## config.mk

```make
export PLATFORM = sky130hd
export DESIGN_NAME = bbcd_round
export DESIGN_NICKNAME = d
export VERILOG_FILES = /design/src/hdl/bbcd_pkg.sv /design/src/hdl/bbcd_round.sv
export SDC_FILE = /design/constraint.sdc
export NUM_CORES = 1
export LEC_CHECK = 0
export ABC_AREA = 1
export BUFFER_PORTS_ARGS = -buffer_cell sky130_fd_sc_hd__buf_2
export CAP_MARGIN = 20
export CORE_ASPECT_RATIO = 0.75
export CORE_MARGIN = 1
export CORE_UTILIZATION = 50
export CTS_BUF_LIST = sky130_fd_sc_hd__clkbuf_2 sky130_fd_sc_hd__clkbuf_4 sky130_fd_sc_hd__clkbuf_8
export DETAILED_ROUTE_END_ITERATION = 16
export PLACE_DENSITY = 0.81
export SYNTH_ARGS = -nofsm -noshare
export SYNTH_HDL_FRONTEND = slang
export SYNTH_SLANG_ARGS = --single-unit
```

## constraint.sdc

```tcl
create_clock -name clk -period 7.5 [get_ports clk]
set_input_delay 1.5 -clock clk [delete_from_list [all_inputs] [get_ports clk]]
set_output_delay 1.5 -clock clk [all_outputs]
set_load 0.1 [all_outputs]
```

## src/hdl/bbcd_pkg.sv

```systemverilog
package bbcd_pkg;

  localparam int unsigned ROW_W           = 16;
  localparam int unsigned NUM_ROWS        = 8;
  localparam int unsigned ROUND_COUNT_DEF = 21;
  localparam int unsigned KEY_REGS        = 4;
  localparam int unsigned CFG_DW          = 64;
  localparam int unsigned CFG_AW          = 5;

  typedef logic [ROW_W-1:0]              row_t;
  typedef logic [NUM_ROWS-1:0][ROW_W-1:0] row_arr_t;
  typedef logic [1:0]                    key_idx_t;

  // key register indexes, byte address is index times 8
  typedef enum logic [1:0] {
    REG_KEY_W0_3   = 2'd0,
    REG_KEY_W4_7   = 2'd1,
    REG_KEY_W8_11  = 2'd2,
    REG_KEY_W12_15 = 2'd3
  } key_reg_t;

  // left rotation of each row in the inverse permutation layer
  localparam int unsigned ROT_AMT [NUM_ROWS] = '{0, 1, 8, 14, 6, 9, 7, 15};

  function automatic row_t rotl(row_t v, int unsigned r);
    logic [2*ROW_W-1:0] tmp;
    tmp = {v, v} << r;
    return tmp[2*ROW_W-1:ROW_W];
  endfunction

  function automatic row_arr_t inv_perm(row_arr_t xi);
    row_arr_t x;
    for (int i = 0; i < NUM_ROWS; i++) begin
      x[i] = rotl(xi[i], ROT_AMT[i]);
    end
    return x;
  endfunction

  // bit-sliced inverse 8-bit s-box, all 16 columns at once
  function automatic row_arr_t inv_sbox(row_arr_t xi);
    row_arr_t x;
    row_t     t0;
    row_t     t1;
    row_t     t2;
    row_t     t3;
    x  = xi;
    t0 = x[7];
    t1 = x[6];
    t2 = x[5];
    t3 = x[7];

    t2   = t2 ^ (x[4] | t1);
    t0   = t0 ^ t2;
    x[3] = x[3] ^ (x[4] | t0);
    x[4] = x[4] ^ t1;
    t1   = t1 ^ x[3];
    t2   = t2 | t1;
    t2   = t2 ^ t0;
    x[4] = x[4] ^ (x[3] & t3);

    x[2] = x[2] ^ t0;
    x[1] = x[1] ^ t2;
    x[0] = x[0] ^ t1;
    x[7] = x[7] ^ x[2];
    x[6] = x[6] ^ x[1];
    x[5] = x[5] ^ x[0];

    x[7] = x[7] ^ (x[3] & x[6]);
    x[3] = x[3] ^ x[7];
    x[6] = x[6] ^ x[4];
    x[5] = x[5] ^ (x[4] | x[3]);
    x[4] = x[4] ^ (x[5] & x[7]);
    x[7] = x[7] ^ (x[5] & x[6]);

    x[2] = x[2] ^ (x[0] | x[1]);
    x[1] = ~x[1];
    x[1] = x[1] ^ (x[2] | x[0]);
    x[0] = x[0] ^ (x[2] & x[1]);
    return x;
  endfunction

endpackage

```

## src/hdl/bbcd_round.sv

```systemverilog
module bbcd_round #(
  parameter int unsigned ROUND_NUM = 1
) (
  input  logic               clk,
  input  logic               rst_n,
  input  logic               valid_in,
  input  bbcd_pkg::row_arr_t rows_in,
  input  bbcd_pkg::row_arr_t round_key,
  output logic               valid_r,
  output bbcd_pkg::row_arr_t rows_r
);

  bbcd_pkg::row_arr_t mixed;
  bbcd_pkg::row_arr_t rows_nxt;

  always_comb begin
    mixed    = rows_in ^ round_key;
    mixed[0] = mixed[0] ^ bbcd_pkg::ROW_W'(ROUND_NUM);
    rows_nxt = bbcd_pkg::inv_sbox(bbcd_pkg::inv_perm(mixed));
  end

  always_ff @(posedge clk) begin
    if (!rst_n) begin
      valid_r <= 1'b0;
    end else begin
      valid_r <= valid_in;
    end
  end

  // payload needs no reset
  always_ff @(posedge clk) begin
    rows_r <= rows_nxt;
  end

endmodule

```

== Word level (Yosys, flattened, before mapping) ==
Index checks and enable logic that the tools add are counted.
W data, S select, Z words.

* Output and inout port bits: 129
* Bits in registers: 129
* Bits of input ports: 259
* Logic and storage cells: 45

* Bitwise operators: 36

{| class="wikitable"
|+ Operators by type and width
! operator !! number
|-
| $xor A16 B16 Y16 || 22
|-
| $xor A128 B128 Y128 || 1
|-
| $or A16 B16 Y16 || 6
|-
| $and A16 B16 Y16 || 5
|-
| $not A16 Y16 || 1
|-
| $not A1 Y1 || 1
|}

== Longest topological paths before layout ==
Gate-level depths: netlist of run 1.

* Depth in word-level cells: 18
* Gate-level depth with buffers: 24
* Gate-level depth less buffers: 24

== Worst setup path before layout of run 1 ==
OpenSTA, ideal clock, no wires.

* Path type: in2reg
* From: input round_key[105] (netlist name)
* To: register rows_r[64] (netlist name)
* Setup time: 113 ps
* Path slack: 3,763 ps
* Path buffers: 0
* Data arrival time: 3,624 ps
* Stages on the path: 23
* Data required time: 7,387 ps
* Cell sequence: xnor2_1 ha_1 inv_1 nand3_1 nand2_1 nand2_1 nand3_1 nand2_1 nand3_1 nand2_1 nand3_1 nand2_1 nand2_1 nand2_1 nand2_1 nand2_1 nand3_1 nand2_1 nand2_1 nand2_1 nand3_1 nand2_1 nand2_1

{| class="wikitable"
|+ RTL lines
! element !! RTL line !! text
|-
| start, declared || bbcd_round.sv:8 || <nowiki>input bbcd_pkg::row_arr_t round_key,</nowiki>
|-
| end signal, assigned || bbcd_round.sv:32 || <nowiki>rows_r <= rows_nxt;</nowiki>
|-
| end, declared || bbcd_round.sv:10 || <nowiki>output bbcd_pkg::row_arr_t rows_r</nowiki>
|}

==> flow_results.org, run 1 <==
** Synth
- Area fraction of the dominant cell type after synthesis :: 0.242
- Combinational family with the most area after synthesis :: simple AND/OR/NAND/NOR gates
- Of all cell types, the one taking the most synthesized area is dfxtp_1.
- Multiplexer share of the synthesized area :: 0
- Post-Synth XOR/XNOR Area :: 0.239
- Adder-cell share of the synthesized area :: 0.0188
- Sequential element share of the synthesized area :: 0.242
- By area the synthesized netlist is led by dfxtp_1 (24%), nand2_1 (16%), nand3_1 (14%).
- The netlist uses 19 different library cells.
- Count of mapped cells out of synthesis :: 1573
- Area share of and/or/nand/nor cells after synthesis :: 0.420
- Synth Warn # :: 0
- Count of state elements after synthesis :: roughly 130
- Average instance area after synthesis :: 6.78 sq um
- Summed instance area of the synthesized netlist :: ~0.011 sq mm
- Net count of the mapped netlist :: 1848
- The post-synthesis compound-gate area fraction came to 0.00751.

** Drt
- The routed layout has between 10000 and 15000 vias.
- Vias per cell :: approximately 4.8
- WL final :: ~26000 um
- Initial drt markers :: between 600 and 700
- Residual DRC count :: 0
- In this run the remaining antenna-violating nets after routing total 0.
- The first detailed-routing pass ran for 8 iterations.
- After detailed routing, the average wire length per cell comes to roughly 12 um.

** Finish
- Layout Cell Area excl Fill :: around 0.013 sq mm
- After filler insertion, the fill cell instance count of the layout stands at 1761.
- The number of antenna diodes in the final layout is 0.
- Area added between synthesis and finish :: 25.6%
- At the end of the flow, the number of nets in the layout was ~2300.
- Proportion of layout cells with a drive suffix above 1 :: 0.288

** Timing
- Hold timing on the final database bottoms out at a slack of 1.24 ns.
- In the finished design, the share of the clock period the worst path needs comes to 0.522.
- Setup repair after global routing left no endpoint under its margin.
- Relative slew slack :: 0.605
- The hold violation count in the final report came to 0.
- Final count of pins violating max slew :: 0
- After routing, the total negative slack on setup checks comes to 0 ns.
- At the pin with the least slew margin, the transition time is just under 0.6 ns.
- Fmax achieved :: ~0.26 GHz
- Finish-stage setup viols :: 0
- The worst path needs ~3.9 ns of the cycle, external delays included.

** Clocking
- CTS buffer count :: 17
- Setup repair bufs after CTS :: 0
- Post-cts gate resize count :: 0
- Clock-pin slew of the registers on the worst-case setup and hold paths :: roughly 0.07 ns
- No sink is reached through more buffers than the 2 on the longest clock path.
- Clock tree synthesis found a total of 129 sinks.
- The clock tree synthesis step divided the H-tree into 4 levels.
- Clock root buffer master :: clkbuf_8
- Buffers inserted to repair hold after CTS numbered 0.
- TritonCTS built the clock tree.

** Floorplan
- The total area inside the core boundary comes to around 0.02 sq mm.
- Initial Utilization :: 0.519
- The die covers 0.0219 sq mm.
- Die Y :: between 100 and 150 um
- I/O Pins :: 388
- Horizontal die dimension :: between 150 and 200 um
- In this run the core area contains 45 standard-cell rows.

** GRT
- For this run, the total global-route usage over all layers was measured as 0.238.
- Global-route wire length before repair :: 42300 um
- The number of global-route vias before repair came to 9765.
- Antenna violations before repair :: 1
- Entering global routing, the biggest net connects 17 pins.
- Grt total ovfl :: 0

** Pwr
- Sw Pwr :: between 4 and 5 mW
- Internal power comes to between 2 and 2.5 mW.
- Fraction of power consumed by sequential logic :: 0.175
- Maximum VDD drop :: 0.240 mV
- After layout, the design draws a total of 6.47 mW.
- Summed over all cells, the static leakage comes to roughly 7.4 nW.
- The share of total power dissipated in combinational logic is 0.721.
- Power density over the cells :: roughly 480 mW/mm^2
- The share of total power dissipated in the clock network is 0.104.
- Of the total power, the share spent switching nets is 0.650.

** Min path
- Worst hold-check path type :: in -> reg
- Start point of the worst min-delay path :: valid_in
- Number of instances on the worst hold path :: 3
- The path with the worst hold slack has its endpoint at valid_r.

** Worst setup path
- Worst Path Class, Setup :: in -> reg
- For the worst setup path, the data required time is 7.84 ns.
- CP startpoint kind :: input port
- The most critical setup path has its startpoint at round_key[109].
- Critical Path Fanout Max :: 5
- Endpoint class of the critical path :: flip-flop
- At the worst endpoint, the arrival time is between 4 and 5 ns.

** Placement
- IO buf count :: around 390
- At the end of routability-driven placement, the weighted congestion stood at around 0.91.
- Placed wire-length estimate :: 22500 um
- After detailed placement, the total cell area comes to between 0.01 and 0.015 sq mm.

** Job
- Maximum Capacitance Violations :: 0

** Outcome
- Run status :: completed
## routing by layer
| layer | vias to the layer above | GRT usage | routed length, um |
|---|---|---|---|
| met5 | - | 0 | 0 |
| met4 | 0 | 0.0742 | 595 |
| met3 | 45 | 0.0560 | 1710 |
| met2 | 341 | 0.423 | 12700 |
| met1 | 4863 | 0.284 | 11400 |
| li1 | 5778 | - | - |
## power groups by stage
stage	registers (mW)	logic [mW]	clock network (mW)
after floorplan	3.71	1.35	0
after global routing	1.17	4.93	0.721
after global placement	1.14	4.60	0
after CTS	1.14	4.66	0.686
after detailed placement	1.15	4.65	0
final	1.13	4.66	0.672
## worst max-delay path by stage
stage	to	slack, ns	cells after the start
global placement	rows_r[120]	3.27	22
global route	rows_r[116]	3.18	24
floorplan	rows_r[64]	3.76	23
CTS	rows_r[120]	3.59	22
detailed placement	rows_r[72]	3.10	22
finish	rows_r[116]	3.58	24
## cells in the mapped netlist
master and instances:
xor2_2 24, nand3_2 32, nor2_4 3, nand3_1 301, o21ai_0 16, nand2_2 84
ha_1 16, dfxtp_1 129, inv_2 2, nand4_1 32, xnor2_1 108, xor2_4 2
nor2_1 6, xor2_1 132, inv_1 204, nand2_4 5, nor2_2 3, nand2_1 466
and2_1 8
## state kept, by name, indices dropped and copies added, names as in the netlist
| signal | flops |
|---|---|
| rows_r | 128 |
| valid_r | 1 |
## critical path, stage by stage
cell     delay [ns]
buf_2          0.10
xnor2_1        0.41
ha_1           0.29
inv_1          0.07
nand3_1        0.13
nand2_1        0.11
nand2_1        0.07
nand3_1        0.09
nand2_1        0.12
nand3_1        0.07
nand2_1        0.14
nand3_1        0.11
nand2_1        0.14
nand2_1        0.08
nand2_1        0.14
nand2_1        0.07
nand2_1        0.08
nand3_1        0.08
nand2_2        0.10
nand2_1        0.07
nand2_2        0.10
nand3_1        0.07
nand2_1        0.07
nand2_1        0.04
## placed cells by master, fill, tap and decap left out, types with 17 or more instances in the layout
master / n
buf_2: 387
clkbuf_8: 17
dfxtp_1: 129
inv_1: 204
nand2_1: 466
nand2_2: 84
nand3_1: 301
nand3_2: 32
nand4_1: 32
xnor2_1: 108
xor2_1: 132
xor2_2: 24
## kinds of logic after synthesis
logic type,count (synthesis)
AO/OA/AOI/OAI,16
XOR/XNOR,266
flip-flops,129
buffers and inverters,206
AND/OR/NAND/NOR,940
adder cells (fa/ha/maj),16
## area by class of cell
class	count	area, sq um	area share
timing repair buffer	387	1940	0.145
tap	282	353	0.0263
sequential	129	2580	0.193
inverter	206	773	0.0577
clock inverter	14	201	0.0150
multi-input combinational	1238	7310	0.546
clock buffer	18	241	0.0180
## stage by stage
| stage | std cells | utilization | setup WS [ns] |
|---|---|---|---|
| 2_1_floorplan | 1573 | - | 3.76 |
| 3_3_place_gp | 2242 | 0.630 | 3.27 |
| 3_5_place_dp | 2242 | 0.630 | 3.10 |
| 4_1_cts | 2274 | 0.652 | 3.59 |
| 5_1_grt | 2274 | 0.652 | 3.18 |
| 6_report | 2274 | 0.652 | 3.58 |
(Power assumes the default switching activity.)
==> run 2: changes to the inputs <==
ABC_AREA = 0   (was 1)
CORE_UTILIZATION = 49   (was 50)
PLACE_DENSITY = 0.8   (was 0.81)
clock period = 3.3 ns   (was 7.5 ns; I/O delays follow)
==> run 2 against run 1 <==
First-iteration DRC count shrank 17%. Worst hold slack lost 0.83 ns. Clock-buffer cell count grew 1. Critical path type unchanged. Highest routed layer unchanged.
==> flow_results.org, run 2 <==
** Outcome
- Run status: completed (unchanged).

** Worst setup path
- Endpoint class of the critical path :: flip-flop (unchanged)
- Data arrival at the endpoint of the critical path :: 3.24 ns (was 4.26 ns)
- The type of the setup path with the least slack is in -> reg (unchanged).
- Required time of the critical path :: 3.66 ns (was 7.84 ns)
- CP startpoint kind :: input port (unchanged)
- Critical Path Fanout Max :: 8 (was 5)

** Finish
- The final core utilization is 0.648 (was 0.652).
- Area added between synthesis and finish :: 28.9% (was 25.6%)
- Biggest regs: rows_r: 128 flops, valid_r: 1 flops (unchanged).
- Highest-count cells in the layout ignoring fill and taps: buf_2 (387), xnor2_1 (322), dfxtp_1 (129) (was nand2_1 (466), buf_2 (387), nand3_1 (301)).
- The filler-free cell count of the finished design came to 2323 (was 2274).
- The proportion of layout cells with a drive suffix above 1 came to 0.312 (was 0.288).
- The post-layout net count is 2244 (was 2254).
- The flip-flop count of the largest register after layout was 128 (unchanged).
- Biggest register :: rows_r (unchanged)
- Leading cell type in the layout, fill and taps excluded :: buf_2 (was nand2_1)

** Timing
- Min cycle time layout :: about 2.9 ns
- The normalized max-slew margin was 0.421 (was 0.605).
- Final Hold Violating Endpoints :: 0 (unchanged)
- RSZ-0062 raised after global routing :: no (unchanged)
- The actual slew at the worst max-slew pin was 0.863 ns (was 0.589 ns).
- Final count of pins violating max slew :: 0 (unchanged)
- Based on the critical path, the design can be clocked at up to roughly 0.35 GHz.
- Finish-stage setup viols :: 0 (unchanged)
- Of the available clock period, the critical path in the final layout requires 0.874.

** Synth
- Share of async-settable or async-resettable flops after synthesis :: 0 (unchanged)
- The post-synthesis sequential area ratio is 0.204 (was 0.242).
- The synthesized netlist cell count was 1455 (was 1573).
- The warning count from the yosys run is 0 (unchanged).
- The count of different cell masters after synthesis is 56 (was 19).
- EDFF count, synth :: 0 (unchanged)
- Most common cell in the netlist :: xnor2_1 (was nand2_1)
- Area fraction of the dominant cell type after synthesis :: 0.223 (was 0.242)
- The flip-flop cell with the highest count after synthesis is dfxtp_1 (unchanged).
- The post-synthesis sequential element count came to 129 (unchanged).
- Cells taking the most area after synthesis :: xnor2_1 (22%), dfxtp_1 (20%), xor2_1 (7.2%) (was dfxtp_1 (24%), nand2_1 (16%), nand3_1 (14%))
- Commonest cells post-synth :: xnor2_1 (322), dfxtp_1 (129), nand2_1 (111) (was nand2_1 (466), nand3_1 (301), inv_1 (204))
- Net count of the mapped netlist :: 1730 (was 1848)
- Average instance area after synthesis :: 8.69 sq um (was 6.78 sq um)
- The library cell with the largest summed area after synthesis was xnor2_1 (was dfxtp_1).
- Summed instance area of the synthesized netlist :: 0.0126 sq mm (was 0.0107 sq mm)

** Placement
- The total half-perimeter wirelength after legalization and detailed placement is 27100 um (was 22500 um).
- The weighted congestion reported at the end of routability-driven placement is 0.920 (was 0.907).
- IO buf count :: 387 (unchanged)
- The count of placed standard cells including taps was 2288 (was 2242).

** Pwr
- The leakage power total was 7.23 nW (was 7.42 nW).
- Power density over the cells :: 1090 mW/mm^2 (was 483 mW/mm^2)
- Maximum VDD drop :: 1.19 mV (was 0.240 mV)

** Drt
- Residual DRC count :: 0 (unchanged)
- The antenna violation net count after detailed routing is 0 (unchanged).
- The post-detailed-route wirelength per cell is 14.4 um (was 11.6 um).
- The violation count after the first detailed-route iteration was 523 (was 633).
- WL final :: 33300 um (was 26400 um)
- Vias per cell :: 5.37 (was 4.85)
- The routed via count is 12477 (was 11027).
- The first-pass iteration count of the detailed router came to 5 (was 8).

** GRT
- Antenna violations before repair :: 3 (was 1)
- The number of global-route vias before repair was 11645 (was 9765).
- The global-route wire length before repair is 53300 um (was 42300 um).
- The total routing resource utilization after global routing came to 0.242 (was 0.238).
- Grt total ovfl :: 0 (unchanged)
- Pin count of the biggest net entering global routing :: 17 (unchanged)

** Job
- Maximum Capacitance Violations :: 0 (unchanged)

** Floorplan
- The floorplan row count came to 50 (was 45).
- The full die area came to 0.0264 sq mm (was 0.0219 sq mm).
- Horizontal die dimension :: 187 um (was 171 um)
- Initial Utilization :: 0.503 (was 0.519)
- The core footprint came to 0.0251 sq mm (was 0.0206 sq mm).
- I/O Pins :: 388 (unchanged)
- The height of the die was 141 um (was 128 um).

** Min path
- The worst min-delay path category was in -> reg (unchanged).

** Clocking
- Hold Buf Count CTS :: 0 (unchanged)
- Number of buffers on the longest clock path :: 2 (unchanged)
- Post-cts gate resize count :: 0 (unchanged)
- The clock tree from TritonCTS was done (unchanged).
- Clock-pin slew of the registers on the worst-case setup and hold paths :: 0.09 ns (was 0.07 ns)
- The number of levels in the clock H-tree was 4 (unchanged).
- The count of buffers added by post-CTS timing repair for setup is 0 (unchanged).
- The sink count of the clock tree was 129 (unchanged).
- CTS buffer count :: 17 (unchanged)
- The cell at the root of the clock tree was clkbuf_8 (unchanged).
## run 2: worst paths after layout
kind  cells past startpoint           from     endpoint  slack, ns
max                      11  round_key[65]  rows_r[119]       0.42
min                       2       valid_in      valid_r       0.41
## run 2: layout make-up
type	count	area, sq um
Antenna cell	3	7.51
Multi-Input combinational cell	1261	9800
Inverter	52	195
Clock inverter	13	175
Sequential cell	129	2580
Clock buffer	19	262
Tap cell	338	423
Fill cell	2049	8860
Timing Repair Buffer	508	2850
## run 2: worst max-delay path: stages
cell and delay, ns:
buf_2 0.10, xor2_1 0.33, inv_1 0.11, ha_1 0.22
xor3_2 0.27, or3_1 0.36, a21oi_1 0.18, xnor2_1 0.36
mux2i_1 0.25, o22ai_1 0.09, a211oi_1 0.29
## run 2: per-layer routing
layer,routed length [um],track usage
met5,0,0
met4,658,0.0847
met3,1760,0.0386
met2,16600,0.431
met1,14400,0.298
## run 2: cells by family after synthesis
| family | Yosys count | synth area share |
|---|---|---|
| flops | 129 | 0.204 |
| mux | 66 | 0.0534 |
| xor+xnor | 484 | 0.395 |
| simple gates | 371 | 0.141 |
| compound gates | 324 | 0.170 |
| fa+ha+maj | 16 | 0.0158 |
| buf+inv | 65 | 0.0206 |
## run 2: metrics by stage
step,power (mW),TNS [ns],area [sq um],setup slack [ns],hold WS [ns]
3_5_place_dp,16.2,-0.0112,15800,-0.0112,0.872
6_report,17.8,0,16300,0.415,0.411
3_3_place_gp,15.9,0,15800,0.0719,0.868
5_1_grt,18.6,0,16300,0.220,0.369
4_1_cts,17.8,0,16300,0.486,0.371
2_1_floorplan,13.6,0,12600,0.246,0.782
## run 2: report_power, final
part	switching (mW)	leakage (nW)	internal, mW
sequential	0.235	1.09	2.43
combinational	9.92	5.92	3.65
clock	0.725	0.220	0.805
total	10.9	7.23	6.88
